### config.mk
export PLATFORM = sky130hd
export DESIGN_NAME = wall_column_rasterizer_zbuf_unit
export DESIGN_NICKNAME = d
export VERILOG_FILES = /design/src/hw/rtl/wcr_pkg.sv /design/src/hw/rtl/wcr_ram.sv /design/src/hw/rtl/wcr_div.sv /design/src/hw/rtl/wcr_fifo.sv /design/src/hw/rtl/wcr_front.sv /design/src/hw/rtl/wcr_back.sv /design/src/hw/rtl/wall_column_rasterizer_zbuf_unit.sv
export SDC_FILE = /design/constraint.sdc
export NUM_CORES = 2
export LEC_CHECK = 0
export ABC_AREA = 1
export ABC_CLOCK_PERIOD_IN_PS = 13850
export BUFFER_PORTS_ARGS = -buffer_cell sky130_fd_sc_hd__buf_2
export CAP_MARGIN = 20
export CORE_ASPECT_RATIO = 0.5
export CORE_MARGIN = 2
export CORE_UTILIZATION = 35
export CTS_CLUSTER_SIZE = 16
export DETAILED_ROUTE_END_ITERATION = 7
export PLACE_DENSITY = 0.49
export SLEW_MARGIN = 15
export SYNTH_ARGS = -nofsm -noshare
export SYNTH_HDL_FRONTEND = slang
export SYNTH_SLANG_ARGS = --single-unit
export TNS_END_PERCENT = 5
### constraint.sdc
create_clock -name clk_i -period 13.85 [get_ports clk_i]
set_input_delay 2.77 -clock clk_i [delete_from_list [all_inputs] [get_ports clk_i]]
set_output_delay 2.77 -clock clk_i [all_outputs]
set_load 0.02 [all_outputs]
### src/hw/rtl/wcr_pkg.sv
`default_nettype none
package wcr_pkg;

  // Command modes
  typedef enum logic [1:0] {
    MODE_CLEAR = 2'd0,
    MODE_PEN   = 2'd1,
    MODE_DRAW  = 2'd2,
    MODE_NONE  = 2'd3
  } mode_e;

  typedef struct packed {
    logic [1:0]  mode;
    logic [1:0]  wall_color;
    logic [15:0] vert_x;
    logic [15:0] vert_top;
    logic [15:0] vert_bottom;
    logic [15:0] vert_depth;
  } cmd_t;

  typedef struct packed {
    logic [5:0] column;
    logic [5:0] top_row;
    logic [5:0] bottom_row;
    logic [1:0] span_color;
    logic       last;
  } res_t;

  // Work handed from the front to the back
  typedef struct packed {
    logic        clear;
    logic [1:0]  color;
    logic        dir_neg;
    logic [15:0] x;
    logic [15:0] yt;
    logic [15:0] yb;
    logic [15:0] z;
    logic [15:0] mt;
    logic [15:0] mb;
    logic [15:0] mz;
    logic [15:0] vx;
  } job_t;

  typedef struct packed {
    logic full;
    logic empty;
  } fifo_stat_t;

  typedef enum logic [1:0] {
    F_IDLE,
    F_LAUNCH,
    F_WAIT,
    F_PUSH
  } front_st_e;

  typedef enum logic [2:0] {
    B_IDLE,
    B_GUARD,
    B_COL,
    B_CMP,
    B_END
  } back_st_e;

  localparam int          DIV_W      = 24;
  localparam int          Q_DEPTH    = 2;
  localparam logic [15:0] STEP_POS   = 16'h0100;
  localparam logic [15:0] STEP_NEG   = 16'hFF00;
  localparam logic [15:0] DEPTH_INIT = 16'hFFFF;

endpackage
`default_nettype wire

### src/hw/rtl/wcr_ram.sv
`default_nettype none
module wcr_ram #(
  parameter int WIDTH = 16,
  parameter int DEPTH = 64
) (
  input  wire logic                     clk_i,
  input  wire logic                     we_i,
  input  wire logic [$clog2(DEPTH)-1:0] waddr_i,
  input  wire logic [WIDTH-1:0]         wdata_i,
  input  wire logic [$clog2(DEPTH)-1:0] raddr_i,
  output logic      [WIDTH-1:0]         rdata_o
);

  logic [WIDTH-1:0] mem_q [DEPTH];

  // One write port, one registered read port
  always_ff @(posedge clk_i) begin
    if (we_i) begin
      mem_q[waddr_i] <= wdata_i;
    end
    rdata_o <= mem_q[raddr_i];
  end

endmodule
`default_nettype wire

### src/hw/rtl/wcr_div.sv
`default_nettype none
module wcr_div
  import wcr_pkg::*;
(
  input  wire logic             clk_i,
  input  wire logic             rst_ni,
  input  wire logic             start_i,
  input  wire logic [DIV_W-1:0] dividend_i,
  input  wire logic [15:0]      divisor_i,
  output logic                  done_o,
  output logic [DIV_W-1:0]      quot_o
);

  localparam int CNT_W = $clog2(DIV_W);

  logic             busy_q;
  logic             done_q;
  logic [CNT_W-1:0] cnt_q;
  logic [15:0]      rem_q;
  logic [15:0]      div_q;
  logic [DIV_W-1:0] quo_q;

  logic [16:0] rem_sh;
  logic [16:0] diff;
  logic        ge;

  // One restoring step: shift in the next dividend bit, trial subtract
  always_comb begin
    rem_sh = {rem_q, quo_q[DIV_W-1]};
    diff   = rem_sh - {1'b0, div_q};
    ge     = rem_sh >= {1'b0, div_q};
  end

  always_ff @(posedge clk_i or negedge rst_ni) begin
    if (!rst_ni) begin
      busy_q <= 1'b0;
      done_q <= 1'b0;
      cnt_q  <= '0;
    end else begin
      done_q <= 1'b0;
      if (start_i) begin
        busy_q <= 1'b1;
        cnt_q  <= '0;
      end else if (busy_q) begin
        cnt_q <= cnt_q + 1'b1;
        if (cnt_q == CNT_W'(DIV_W - 1)) begin
          busy_q <= 1'b0;
          done_q <= 1'b1;
        end
      end
    end
  end

  always_ff @(posedge clk_i) begin
    if (start_i) begin
      rem_q <= '0;
      div_q <= divisor_i;
      quo_q <= dividend_i;
    end else if (busy_q) begin
      rem_q <= ge ? diff[15:0] : rem_sh[15:0];
      quo_q <= {quo_q[DIV_W-2:0], ge};
    end
  end

  assign done_o = done_q;
  assign quot_o = quo_q;

endmodule
`default_nettype wire

### src/hw/rtl/wcr_fifo.sv
`default_nettype none
module wcr_fifo
  import wcr_pkg::*;
(
  input  wire logic clk_i,
  input  wire logic rst_ni,
  input  wire logic push_i,
  input  wire job_t data_i,
  input  wire logic pop_i,
  output job_t      data_o,
  output fifo_stat_t stat_o
);

  localparam int PTR_W = (Q_DEPTH > 1) ? $clog2(Q_DEPTH) : 1;

  job_t             mem_q [Q_DEPTH];
  logic [PTR_W-1:0] wr_q;
  logic [PTR_W-1:0] rd_q;
  logic [PTR_W:0]   cnt_q;

  always_ff @(posedge clk_i or negedge rst_ni) begin
    if (!rst_ni) begin
      wr_q  <= '0;
      rd_q  <= '0;
      cnt_q <= '0;
    end else begin
      if (push_i) begin
        wr_q <= (wr_q == PTR_W'(Q_DEPTH - 1)) ? '0 : wr_q + 1'b1;
      end
      if (pop_i) begin
        rd_q <= (rd_q == PTR_W'(Q_DEPTH - 1)) ? '0 : rd_q + 1'b1;
      end
      if (push_i && !pop_i) begin
        cnt_q <= cnt_q + 1'b1;
      end else if (pop_i && !push_i) begin
        cnt_q <= cnt_q - 1'b1;
      end
    end
  end

  always_ff @(posedge clk_i) begin
    if (push_i) begin
      mem_q[wr_q] <= data_i;
    end
  end

  assign data_o       = mem_q[rd_q];
  assign stat_o.full  = (cnt_q == (PTR_W+1)'(Q_DEPTH));
  assign stat_o.empty = (cnt_q == '0);

endmodule
`default_nettype wire

### src/hw/rtl/wcr_front.sv
`default_nettype none
module wcr_front
  import wcr_pkg::*;
(
  input  wire logic             clk_i,
  input  wire logic             rst_ni,
  input  wire logic             start_i,
  input  wire cmd_t             cmd_i,
  output logic                  busy_o,
  input  wire fifo_stat_t       qstat_i,
  output logic                  push_o,
  output job_t                  job_o,
  output logic                  div_start_o,
  output logic [DIV_W-1:0]      div_dividend_o,
  output logic [15:0]           div_divisor_o,
  input  wire logic             div_done_i,
  input  wire logic [DIV_W-1:0] div_quot_i
);

  front_st_e   st_q, st_d;
  logic [15:0] pen_x_q, pen_top_q, pen_bottom_q, pen_depth_q;
  job_t        job_q;
  logic [15:0] dmag_q [3];
  logic [2:0]  dneg_q;
  logic [15:0] adx_q;
  logic [1:0]  sel_q;

  logic        accept;
  logic [15:0] dx, dt, db, dz, adx;
  logic        dx_zero;
  logic [15:0] slope;

  // Differences against the pen and their magnitudes
  always_comb begin
    accept  = start_i && !busy_o;
    dx      = cmd_i.vert_x - pen_x_q;
    dt      = cmd_i.vert_top - pen_top_q;
    db      = cmd_i.vert_bottom - pen_bottom_q;
    dz      = cmd_i.vert_depth - pen_depth_q;
    adx     = dx[15] ? (16'd0 - dx) : dx;
    dx_zero = (dx == 16'd0);
    slope   = dneg_q[sel_q] ? (16'd0 - div_quot_i[15:0]) : div_quot_i[15:0];
  end

  // Next state
  always_comb begin
    st_d = st_q;
    case (st_q)
      F_IDLE: begin
        if (accept && cmd_i.mode == MODE_DRAW && !dx_zero) begin
          st_d = F_LAUNCH;
        end
      end
      F_LAUNCH: st_d = F_WAIT;
      F_WAIT: begin
        if (div_done_i) begin
          st_d = (sel_q == 2'd2) ? F_PUSH : F_LAUNCH;
        end
      end
      F_PUSH: begin
        if (!qstat_i.full) begin
          st_d = F_IDLE;
        end
      end
      default: st_d = F_IDLE;
    endcase
  end

  // Outputs
  always_comb begin
    busy_o         = (st_q != F_IDLE) || qstat_i.full;
    push_o         = 1'b0;
    job_o          = job_q;
    job_o.clear    = (st_q == F_IDLE);
    div_start_o    = (st_q == F_LAUNCH);
    div_dividend_o = {dmag_q[sel_q], 8'h00};
    div_divisor_o  = adx_q;
    case (st_q)
      F_IDLE:  push_o = accept && (cmd_i.mode == MODE_CLEAR);
      F_PUSH:  push_o = !qstat_i.full;
      default: push_o = 1'b0;
    endcase
  end

  always_ff @(posedge clk_i or negedge rst_ni) begin
    if (!rst_ni) begin
      st_q         <= F_IDLE;
      sel_q        <= '0;
      pen_x_q      <= '0;
      pen_top_q    <= '0;
      pen_bottom_q <= '0;
      pen_depth_q  <= '0;
    end else begin
      st_q <= st_d;
      // pen moves on a pen command or a draw with nonzero dx
      if (accept && (cmd_i.mode == MODE_PEN ||
                     (cmd_i.mode == MODE_DRAW && !dx_zero))) begin
        pen_x_q      <= cmd_i.vert_x;
        pen_top_q    <= cmd_i.vert_top;
        pen_bottom_q <= cmd_i.vert_bottom;
        pen_depth_q  <= cmd_i.vert_depth;
      end
      if (st_q == F_IDLE) begin
        sel_q <= '0;
      end else if (st_q == F_WAIT && div_done_i) begin
        sel_q <= sel_q + 1'b1;
      end
    end
  end

  // Draw setup and slope capture
  always_ff @(posedge clk_i) begin
    if (st_q == F_IDLE && accept && cmd_i.mode == MODE_DRAW && !dx_zero) begin
      job_q.color   <= cmd_i.wall_color;
      job_q.dir_neg <= dx[15];
      job_q.x       <= pen_x_q;
      job_q.yt      <= pen_top_q;
      job_q.yb      <= pen_bottom_q;
      job_q.z       <= pen_depth_q;
      job_q.vx      <= cmd_i.vert_x;
      dmag_q[0]     <= dt[15] ? (16'd0 - dt) : dt;
      dmag_q[1]     <= db[15] ? (16'd0 - db) : db;
      dmag_q[2]     <= dz[15] ? (16'd0 - dz) : dz;
      dneg_q        <= {dz[15], db[15], dt[15]};
      adx_q         <= adx;
    end
    if (st_q == F_WAIT && div_done_i) begin
      case (sel_q)
        2'd0:    job_q.mt <= slope;
        2'd1:    job_q.mb <= slope;
        default: job_q.mz <= slope;
      endcase
    end
    job_q.clear <= 1'b0;
  end

endmodule
`default_nettype wire

### src/hw/rtl/wcr_back.sv
`default_nettype none
module wcr_back
  import wcr_pkg::*;
#(
  parameter int SCREEN_COLUMNS = 64,
  parameter int SCREEN_ROWS    = 60,
  parameter int GUARD_OFFSET   = 16384
) (
  input  wire logic       clk_i,
  input  wire logic       rst_ni,
  input  wire fifo_stat_t qstat_i,
  input  wire job_t       job_i,
  output logic            pop_o,
  output res_t            result_o,
  output logic            result_strobe_o
);

  localparam int          CW     = $clog2(SCREEN_COLUMNS);
  localparam logic [16:0] X_LO   = 17'(GUARD_OFFSET);
  localparam logic [16:0] X_HI   = 17'(SCREEN_COLUMNS * 256 + GUARD_OFFSET);
  localparam logic [15:0] LO16   = 16'(GUARD_OFFSET);
  localparam logic [17:0] Y_LO   = 18'(GUARD_OFFSET);
  localparam logic [17:0] Y_HI   = 18'(SCREEN_ROWS * 256 + GUARD_OFFSET);
  localparam logic [8:0]  NCOL   = 9'(SCREEN_COLUMNS);
  localparam logic [5:0]  ROW_MX = 6'(SCREEN_ROWS);

  back_st_e              st_q, st_d;
  logic [15:0]           x_q, x_d, tx_q, tx_d;
  logic [15:0]           yt_q, yt_d, yb_q, yb_d, z_q, z_d;
  logic [15:0]           mt_q, mt_d, mb_q, mb_d, mz_q, mz_d;
  logic                  neg_q, neg_d;
  logic [1:0]            color_q, color_d;
  logic [SCREEN_COLUMNS-1:0] valid_q, valid_d;
  res_t                  pend_q, pend_d;
  logic                  pend_v_q, pend_v_d;
  res_t                  res_q, res_d;
  logic                  strobe_q, strobe_d;

  logic [CW-1:0] col;
  logic [15:0]   ram_rdata;
  logic [15:0]   stored_z;
  logic          vis, ram_we;
  logic          guard_go, col_go;

  // Row of a y coordinate, clamped to the range 0 to SCREEN_ROWS
  function automatic logic [5:0] to_row(input logic [15:0] y);
    logic [15:0] off;
    off = y - LO16;
    if ({2'b00, y} < Y_LO) begin
      to_row = '0;
    end else if ({2'b00, y} > Y_HI) begin
      to_row = ROW_MX;
    end else begin
      to_row = off[13:8];
    end
  endfunction

  wcr_ram #(
    .WIDTH (16),
    .DEPTH (SCREEN_COLUMNS)
  ) u_depth_ram (
    .clk_i   (clk_i),
    .we_i    (ram_we),
    .waddr_i (col),
    .wdata_i (z_q),
    .raddr_i (col),
    .rdata_o (ram_rdata)
  );

  // Loop conditions and depth test
  always_comb begin
    col      = x_q[8 +: CW];
    stored_z = valid_q[col] ? ram_rdata : DEPTH_INIT;
    vis      = z_q < stored_z;
    guard_go = (x_q[15:8] != tx_q[15:8]) &&
               (({1'b0, x_q} < X_LO) || ({1'b0, x_q} >= X_HI));
    col_go   = (x_q[15:8] != tx_q[15:8]) && ({1'b0, x_q[15:8]} < NCOL);
  end

  // Next state
  always_comb begin
    st_d = st_q;
    case (st_q)
      B_IDLE: begin
        if (!qstat_i.empty && !job_i.clear) begin
          st_d = B_GUARD;
        end
      end
      B_GUARD: begin
        if (!guard_go) begin
          st_d = B_COL;
        end
      end
      B_COL:   st_d = col_go ? B_CMP : B_END;
      B_CMP:   st_d = B_COL;
      B_END:   st_d = B_IDLE;
      default: st_d = B_IDLE;
    endcase
  end

  // Datapath and outputs
  always_comb begin
    x_d      = x_q;
    tx_d     = tx_q;
    yt_d     = yt_q;
    yb_d     = yb_q;
    z_d      = z_q;
    mt_d     = mt_q;
    mb_d     = mb_q;
    mz_d     = mz_q;
    neg_d    = neg_q;
    color_d  = color_q;
    valid_d  = valid_q;
    pend_d   = pend_q;
    pend_v_d = pend_v_q;
    res_d    = pend_q;
    strobe_d = 1'b0;
    pop_o    = 1'b0;
    ram_we   = 1'b0;
    case (st_q)
      B_IDLE: begin
        if (!qstat_i.empty) begin
          pop_o = 1'b1;
          if (job_i.clear) begin
            valid_d = '0;
          end else begin
            x_d     = job_i.x;
            tx_d    = job_i.vx;
            yt_d    = job_i.yt;
            yb_d    = job_i.yb;
            z_d     = job_i.z;
            mt_d    = job_i.mt;
            mb_d    = job_i.mb;
            mz_d    = job_i.mz;
            neg_d   = job_i.dir_neg;
            color_d = job_i.color;
          end
        end
      end
      B_GUARD: begin
        if (guard_go) begin
          x_d  = x_q + (neg_q ? STEP_NEG : STEP_POS);
          yt_d = yt_q + mt_q;
          yb_d = yb_q + mb_q;
          z_d  = z_q + mz_q;
        end else begin
          // switch to screen-relative x
          x_d  = x_q - LO16;
          tx_d = tx_q - LO16;
        end
      end
      B_CMP: begin
        if (vis) begin
          ram_we              = 1'b1;
          valid_d[col]        = 1'b1;
          strobe_d            = pend_v_q;
          pend_d.column       = x_q[13:8];
          pend_d.top_row      = to_row(yt_q);
          pend_d.bottom_row   = to_row(yb_q);
          pend_d.span_color   = color_q;
          pend_d.last         = 1'b0;
          pend_v_d            = 1'b1;
        end
        x_d  = x_q + (neg_q ? STEP_NEG : STEP_POS);
        yt_d = yt_q + mt_q;
        yb_d = yb_q + mb_q;
        z_d  = z_q + mz_q;
      end
      B_END: begin
        // held span is the final one of this draw
        strobe_d   = pend_v_q;
        res_d.last = 1'b1;
        pend_v_d   = 1'b0;
      end
      default: ;
    endcase
  end

  always_ff @(posedge clk_i or negedge rst_ni) begin
    if (!rst_ni) begin
      st_q     <= B_IDLE;
      valid_q  <= '0;
      pend_v_q <= 1'b0;
      strobe_q <= 1'b0;
    end else begin
      st_q     <= st_d;
      valid_q  <= valid_d;
      pend_v_q <= pend_v_d;
      strobe_q <= strobe_d;
    end
  end

  always_ff @(posedge clk_i) begin
    x_q     <= x_d;
    tx_q    <= tx_d;
    yt_q    <= yt_d;
    yb_q    <= yb_d;
    z_q     <= z_d;
    mt_q    <= mt_d;
    mb_q    <= mb_d;
    mz_q    <= mz_d;
    neg_q   <= neg_d;
    color_q <= color_d;
    pend_q  <= pend_d;
    res_q   <= res_d;
  end

  assign result_o        = res_q;
  assign result_strobe_o = strobe_q;

endmodule
`default_nettype wire

### src/hw/rtl/wall_column_rasterizer_zbuf_unit.sv
// Wall column rasterizer with per-column depth store.
// Commands enter on cmd_i and transfer on a rising edge with start high and
// busy low. Mode 0 clears the depth store, mode 1 moves the pen, mode 2 draws
// a wall from the pen to the vertex, mode 3 is ignored.
// Each visible column of a draw gives one span on result_o, marked by
// result_strobe_o for one cycle; last flags the final span of a draw.
// The receiver cannot stall; spans never come back to back.
// Pen, clear and ignored commands leave the front idle. A draw first
// computes three slopes in the front, one quotient bit per cycle in a
// shared 24-step divider; then the back steps one guard-band column per
// cycle and takes each screen column through B_COL (depth RAM read), then
// B_CMP (compare and write), and ends in B_END. A two-entry queue lets the
// front compute the next draw's slopes while the back is still stepping.
// A span is held until the next visible column is tested or the draw ends,
// and appears in the cycle after that.
// Reset clears the pen to zero and marks every column depth as all ones;
// no clearing pass is needed.
`default_nettype none
module wall_column_rasterizer_zbuf_unit
  import wcr_pkg::*;
#(
  parameter int SCREEN_COLUMNS = 64,
  parameter int SCREEN_ROWS    = 60,
  parameter int GUARD_OFFSET   = 16384
) (
  input  wire logic clk_i,
  input  wire logic rst_ni,
  input  wire logic start,
  output logic      busy,
  input  wire cmd_t cmd_i,
  output res_t      result_o,
  output logic      result_strobe_o
);

  fifo_stat_t       qstat;
  job_t             push_job, head_job;
  logic             push, pop;
  logic             div_start, div_done;
  logic [DIV_W-1:0] div_dividend, div_quot;
  logic [15:0]      div_divisor;

  wcr_front u_front (
    .clk_i          (clk_i),
    .rst_ni         (rst_ni),
    .start_i        (start),
    .cmd_i          (cmd_i),
    .busy_o         (busy),
    .qstat_i        (qstat),
    .push_o         (push),
    .job_o          (push_job),
    .div_start_o    (div_start),
    .div_dividend_o (div_dividend),
    .div_divisor_o  (div_divisor),
    .div_done_i     (div_done),
    .div_quot_i     (div_quot)
  );

  wcr_div u_div (
    .clk_i      (clk_i),
    .rst_ni     (rst_ni),
    .start_i    (div_start),
    .dividend_i (div_dividend),
    .divisor_i  (div_divisor),
    .done_o     (div_done),
    .quot_o     (div_quot)
  );

  wcr_fifo u_fifo (
    .clk_i  (clk_i),
    .rst_ni (rst_ni),
    .push_i (push),
    .data_i (push_job),
    .pop_i  (pop),
    .data_o (head_job),
    .stat_o (qstat)
  );

  wcr_back #(
    .SCREEN_COLUMNS (SCREEN_COLUMNS),
    .SCREEN_ROWS    (SCREEN_ROWS),
    .GUARD_OFFSET   (GUARD_OFFSET)
  ) u_back (
    .clk_i           (clk_i),
    .rst_ni          (rst_ni),
    .qstat_i         (qstat),
    .job_i           (head_job),
    .pop_o           (pop),
    .result_o        (result_o),
    .result_strobe_o (result_strobe_o)
  );

endmodule
`default_nettype wire

Word level (Yosys, flattened, before mapping)
Memory sizes are Yosys's and may differ from the RTL's. A register that Yosys moved wholly into a read port is not among the register bits.
Index checks and enable logic that the tools add are counted.
W data, S select, Z words.
{"block": "totals", "memories": 3, "in_bits": 71, "output_inout_bits": 23, "wordCells": 256, "regBits": 526, "ram_bits": 1336}
{"block": "classes", "add_sub_neg": 24, "n_eq_ne": 24, "muxes": 80, "bitwise": 4, "n_reduce_logical": 55, "n_lt_le_gt_ge": 12}
{"memory": "u_back.u_depth_ram.mem_q", "depth": 64, "word_bits": 16, "read_ports": 1, "rd_clocked_by_memory_dff": 1, "wr": 1, "line_no": "wcr_ram.sv:14", "text": "logic [WIDTH-1:0] mem_q [DEPTH];"}
{"memory": "u_fifo.mem_q", "depth": 2, "word_bits": 132, "read_ports": 1, "rd_clocked_by_memory_dff": 0, "wr": 1, "line_no": "wcr_fifo.sv:16", "text": "job_t mem_q [Q_DEPTH];"}
{"memory": "u_front.dmag_q", "depth": 3, "word_bits": 16, "read_ports": 1, "rd_clocked_by_memory_dff": 0, "wr": 3, "line_no": "wcr_front.sv:23", "text": "logic [15:0] dmag_q [3];"}
{"cell": "$mux W16", "n": 22}
{"cell": "$mux W64", "n": 3}
{"cell": "$pmux W16 S3", "n": 4}
{"cell": "$pmux W64 S2", "n": 1}
{"cell": "$sub A1 B16 Y16 const A", "n": 5}
{"cell": "$sub A16 B16 Y16", "n": 5}
{"cell": "$add A16 B16 Y16", "n": 4}
{"cell": "$or A64 B64 Y64", "n": 1}
{"cell": "$lt A16 B15 Y1 const B", "n": 3}
{"cell": "$mux W24", "n": 2}
{"cell": "$gt A16 B15 Y1 const B", "n": 2}
{"cell": "$pmux W16 S2", "n": 1}
{"cell": "$sub A16 B15 Y16 const B", "n": 2}
{"cell": "$sub A14 B1 Y14 const B", "n": 2}
{"cell": "$mux W1", "n": 23}
{"cell": "$ge A17 B16 Y1", "n": 1}
{"cell": "$ge A16 B16 Y1 const B", "n": 1}
{"cell": "$logic_and A1 B1 Y1", "n": 16}
{"cell": "$logic_not A16 Y1", "n": 1}
{"cell": "$lt A16 B16 Y1", "n": 1}
{"cell": "$mux W2", "n": 8}
{"cell": "$mux W15", "n": 1}
{"cell": "$reduce_bool A2 Y1", "n": 7}
{"cell": "$mux W6", "n": 2}
{"cell": "other kinds (35)", "n": 81}

Depth between registers and ports, before layout
{"block": "logic_depth", "ltp_word": 10, "depth_mapped": 24}

Cells and area by module
From an unflattened synthesis, not the netlist that was laid out.
{"block": "unflattened", "cells_unflattened": 7433, "area_unflattened_um2": 82883.2}
{"mod": "wcr_ram", "seq_area_each_um2": 31069.8, "instances": 1, "cells_per_inst": 3517, "area_per_inst_um2": 42099.1}
{"mod": "wcr_front", "seq_area_each_um2": 7647.3, "instances": 1, "cells_per_inst": 1581, "area_per_inst_um2": 14601.5}
{"mod": "wcr_back", "seq_area_each_um2": 6200.9, "instances": 1, "cells_per_inst": 1436, "area_per_inst_um2": 12470.7}
{"mod": "wcr_fifo", "seq_area_each_um2": 8027.7, "instances": 1, "cells_per_inst": 436, "area_per_inst_um2": 10014.6}
{"mod": "wcr_div", "seq_area_each_um2": 1696.6, "instances": 1, "cells_per_inst": 463, "area_per_inst_um2": 3697.3}

Least setup slack after synthesis
Ideal clock, no wire load.
{"block": "synth_timing", "path_type": "input -> register", "start": "in start", "end": "mem u_fifo.mem_q[1][100] (netlist bit) (enable)", "slack_ns": 5.163, "arrival_ns": 8.094, "path_buffers": 0, "setup_time_ns": 0.593, "cell_stages": 6, "path_cell_list": "nand3_1 > inv_1 > nand2_1 > a21oi_1 > inv_1 > nor2_1"}
{"block": "synth_via", "elab_chain_cells": 5}
{"element": "start, declared", "line_no": "wall_column_rasterizer_zbuf_unit.sv:28", "text": "input wire logic start,"}
{"element": "$logic_and A1 B1 Y1", "line_no": "wcr_front.sv:35", "text": "accept = start_i && !busy_o;"}
{"element": "$logic_and A1 B1 Y1", "line_no": "wcr_front.sv:79", "text": "F_IDLE: push_o = accept && (cmd_i.mode == MODE_CLEAR);"}
{"element": "$pmux W1 S2", "line_no": "wcr_front.sv:78", "text": "case (st_q)"}
{"element": "net push", "line_no": "wall_column_rasterizer_zbuf_unit.sv:37", "text": "logic push, pop;"}
{"element": "$mux W1", "line_no": "wcr_fifo.sv:42", "text": "if (push_i) begin"}
{"element": "$mux W1 (not written as such)", "line_no": "wcr_fifo.sv:43", "text": "mem_q[wr_q] <= data_i;"}
{"element": "end, declared", "line_no": "wcr_fifo.sv:16"}
The timed path passes the listed nets, and every way through them passes these cells.

Final worst setup path
{"block": "layout_timing", "start": "reg u_back.x_q[12]", "end": "mem u_back.u_depth_ram.mem_q[752][3] (netlist: u_back.u_depth_ram.mem_q[47][3]) (enable)"}
{"block": "layout_via", "elab_chain_cells": 8}
{"element": "start, declared", "line_no": "wcr_back.sv:28", "text": "logic [15:0] x_q, x_d, tx_q, tx_d;"}
{"element": "start signal, assigned", "line_no": "wcr_back.sv:194", "text": "x_q <= x_d;"}
{"element": "$bmux W1 S6", "line_no": "wcr_back.sv:73", "text": "stored_z = valid_q[col] ? ram_rdata : DEPTH_INIT;"}
{"element": "$mux W1 (not written as such)", "line_no": "wcr_back.sv:73"}
{"element": "$mux W16", "line_no": "wcr_back.sv:73"}
{"element": "$lt A16 B16 Y1", "line_no": "wcr_back.sv:74", "text": "vis = z_q < stored_z;"}
{"element": "$mux W1", "line_no": "wcr_back.sv:153", "text": "if (vis) begin"}
{"element": "$mux W1", "line_no": "wcr_back.sv:120", "text": "case (st_q)"}
{"element": "$mux W1", "line_no": "wcr_ram.sv:18", "text": "if (we_i) begin"}
{"element": "$mux W1 (not written as such)", "line_no": "wcr_ram.sv:19", "text": "mem_q[waddr_i] <= wdata_i;"}
{"element": "end, declared", "line_no": "wcr_ram.sv:14"}
Several ways; a longest one is shown, not always the timed one. The select of a mux whose other input is x is not followed.

==> reports/metrics.csv <==
stage,metric,value,unit
run_status,status,completed,
sta,Fin Clk Skew,73.5,ps
clock_tree,hold_buf cts,0,
power,Flop pwr share,38.5,%
yosys,Synth Instances,5680,
worst_setup_path,"Slowest-stage cell, CP",nor3_4,
detailed_routing,# DRC,0,
clock_tree,Clock Sinks,1814,
worst_setup_path,number of cells on the critical path,19,
power,Net Sw Frac,39.5,%
yosys,Post-synth ARST share,8.16,%
place,final RePlAce weighted congestion,0.878,
final_layout,"commonest non-fill, non-tap cell in the layout",edfxtp_1,
yosys,top_reg_cell synth,edfxtp_1,
run,max cap viols,0,
floorplanning,io pins,94,
clock_tree,total CTS buffers,180,
power,Worst VDD drop,0.000167,V
sta,Final period util,47.7,%
place,HPWL after DPL,128000,µm
floorplanning,Die H,330,µm
sta,Final Hold Fails,0,
hold_path,WHS Path Cells,0,
worst_setup_path,Reg2Reg Depth,19,
final_layout,ant diodes,0,
final_layout,P&R area growth vs syn,13.7,%
yosys,post-synthesis net count,5918,
power,P_leak,30.3,nW
grt,total gr overflow,0,
floorplanning,row count,119,
floorplanning,Initial Util,35.2,%
detailed_routing,Iter 0 DRT Violations,4501,
grt,initial antenna violation count,1,
grt,total track usage,18.8,%
yosys,Yosys Warn Count,0,
sta,relative slew slack,28.7,%
hold_path,HP Class,reg2reg,
worst_setup_path,crit path DAT,7140,ps
yosys,post-synthesis average cell area,13.1,µm²
sta,final setup TNS,0,ps
final_layout,Storage cell area,53100,µm²
yosys,Yosys cell types,59,
worst_setup_path,reg2reg start,u_back.x_q[12],
floorplanning,Core ar.,211000,µm²
grt,vias in the first global route,45200,
power,Psw,7.96,mW
power,Logic pwr share,37.6,%
worst_setup_path,crit-path max cell delay,730,ps
floorplanning,Die Area,216000,µm²
clock_tree,Clock transition at path regs,60,ps
worst_setup_path,startpoint class of the critical path,register,
sta,Pins Over Slew Limit,0,
detailed_routing,ANT nets after route,0,
detailed_routing,vias per cell,5.21,
power,Internal Power,12.2,mW
clock_tree,H-tree Lvls,4,
hold_path,hold_sp,u_back.pend_q[17],
worst_setup_path,Buf/Inv on CP,6,
sta,Setup Viol. Count Final,0,
clock_tree,CTS tree,done,
final_layout,net total in the final layout,6069,
clock_tree,post-CTS setup buffer count,0,
clock_tree,"Clk Latency, worst-skew pair",850,ps
grt,pin count of the biggest net entering global routing,130,
worst_setup_path,Crit. Startpoint,u_back.x_q[12],
clock_tree,CTS resizes,0,
sta,Hold WS,314,ps
yosys,synthesized area,74200,µm²
clock_tree,maximum clock insertion buffer count,4,
detailed_routing,TritonRoute pass-1 iters,6,
worst_setup_path,CP required,14390,ps
sta,RSZ-0062 raised after global routing,no,
yosys,sequential element share of the synthesized area,71.6,%
power,Power Density,239,nW/µm²
power,clock network power share,23.9,%
detailed_routing,Vias,45900,
place,IO buf count,93,
yosys,"EDFF count, synth",1605,
final_layout,Multi-input gate area,18800,µm²
sta,min Tclk post-route,6600,ps
clock_tree,Root Driver,clkbuf_16,
worst_setup_path,largest fanout on the critical path,65,
worst_setup_path,CP top delay family,simple AND/OR/NAND/NOR gates,
sta,Slew @ Worst Pin,1070,ps
final_layout,share of layout cells above drive strength 1,10.3,%
final_layout,"commonest cells after routing, fill and taps aside","edfxtp_1, nand2_1, inv_1, a21oi_1, nor2_1",
worst_setup_path,worst-path cell chain,inv_1 -> nor3_4 -> o21ai_1 -> nand2_1 -> nor2_1 -> nand2_1 -> inv_1 -> nor2_1 -> ha_1 -> nand2_1 -> inv_1 -> nand3_1 -> a31oi_1 -> a2111oi_2 -> buf_4 -> nand3_4 -> buf_4 -> nor3_2 -> buf_4,
worst_setup_path,Crit. End Element,register,
final_layout,Fillers,19600,
detailed_routing,drt wl/cell,23.4,µm
yosys,"FF+latch count, synth",1814,
sta,f_max,151,MHz
grt,first-pass GRT wire length,303000,µm
worst_setup_path,crit path kind,reg2reg,
floorplanning,Die X,655,µm
detailed_routing,Post-Route WL,207000,µm
synthesized netlist by cell type, types with 3 or more instances:
library cell / count / share of area [%]
o31ai_1: 11 / 0.11
nand2_1: 1087 / 5.5
o21bai_1: 4 / 0.040
fa_1: 9 / 0.24
xor2_1: 106 / 1.3
nor3_1: 61 / 0.41
buf_1: 27 / 0.14
nor2_1: 269 / 1.4
a211oi_1: 7 / 0.071
o22ai_1: 34 / 0.29
edfxtp_1: 1605 / 65
o21a_1: 5 / 0.051
nor2_2: 5 / 0.042
clkbuf_1: 178 / 0.90
clkinv_1: 5 / 0.025
dfxtp_1: 61 / 1.6
o21ai_0: 183 / 1.2
buf_4: 12 / 0.12
nand3_2: 3 / 0.040
inv_2: 6 / 0.030
a22o_1: 137 / 1.6
or2_2: 14 / 0.12
a221oi_1: 122 / 1.4
buf_6: 11 / 0.17
buf_2: 23 / 0.16
o21ai_1: 49 / 0.33
nand3b_1: 6 / 0.061
nor4_1: 5 / 0.042
a21oi_1: 266 / 1.8
a21o_1: 4 / 0.040
nor3_2: 48 / 0.65
a21boi_0: 11 / 0.11
o211ai_1: 11 / 0.11
xnor2_1: 48 / 0.57
inv_1: 416 / 2.1
dfrtp_1: 148 / 5.0
nand4_1: 215 / 1.8
o21ai_2: 7 / 0.083
a22oi_1: 156 / 1.6
ha_1: 158 / 2.7
a21oi_2: 4 / 0.047
a31oi_1: 10 / 0.084
nand3_1: 112 / 0.76
power by group through the flow:
stage / combinational (mW) / clock, mW / sequential [mW]
2_1_floorplan: 4.44 / 0 / 7.97
6_report: 7.57 / 4.82 / 7.77
5_1_grt: 8.28 / 5.13 / 7.83
3_3_place_gp: 7.43 / 0 / 7.87
4_1_cts: 7.55 / 4.90 / 7.77
3_5_place_dp: 7.51 / 0 / 7.88
through the flow:
| step | instance area [µm²] | utilization, % | setup WS (ps) | total power [mW] | cells |
|---|---|---|---|---|---|
| floorplan | 74200 | - | 5160 | 12.4 | 5680 |
| global placement | 78200 | 37.1 | 7050 | 15.3 | 8473 |
| detailed placement | 78600 | 37.3 | 7120 | 15.4 | 8490 |
| CTS | 84300 | 40.0 | 7140 | 20.2 | 8812 |
| global route | 84400 | 40.1 | 6820 | 21.2 | 8814 |
| finish | 84400 | 40.1 | 7250 | 20.2 | 8814 |
worst paths after layout:
kind	to	slack, ps
max	u_back.u_depth_ram.mem_q[47][3]	7250
min	u_back.result_o[17]	310
max reg2reg	u_back.u_depth_ram.mem_q[47][3]	7250
min reg2reg	u_back.result_o[17]	310
max in group asynchronous	u_front.pen_depth_q[2]	9960
min in group asynchronous	u_back.valid_q[31]	1890
logic make-up after synthesis:
family                   synth area share (%)
buffers and inverters                    3.65
multiplexers                           0.0135
XOR/XNOR                                 1.84
AND/OR/NAND/NOR                          10.9
adder cells (fa/ha/maj)                  2.91
flip-flops                               71.6
AO/OA/AOI/OAI                            9.14
routing by layer:
metal  share of wire [%]  GRT usage (%)  up-vias  wire length, µm
met5              0.0053              0        -               11
met4                 2.2           4.44        2             4480
met3                 6.3           2.82      277            13100
met2                  46           30.1     1535            95500
met1                  45           27.1    23100            93500
li1                    -              -    21100                -
final cells by class:
type,count,share of cell area [%]
flip-flops and latches,1814,62.9
well taps,2843,4.21
repair buffers,221,1.89
clock inverters,74,0.829
multi-input cells,3187,22.3
clock buffers,248,5.92
inverters,427,1.91
registers in the layout, summed over array words and instances, names as in the netlist, 20 cells and up:
signal and cells:
u_div.quot_o 24, u_front.job_o 115, u_back.u_depth_ram.mem_q 1024, u_back.result_o 21
u_back.valid_q 64, u_front.dmag_q 48, u_fifo.mem_q 232, u_back.pend_q 20
Note: power is estimated with default switching activity, not from simulation.
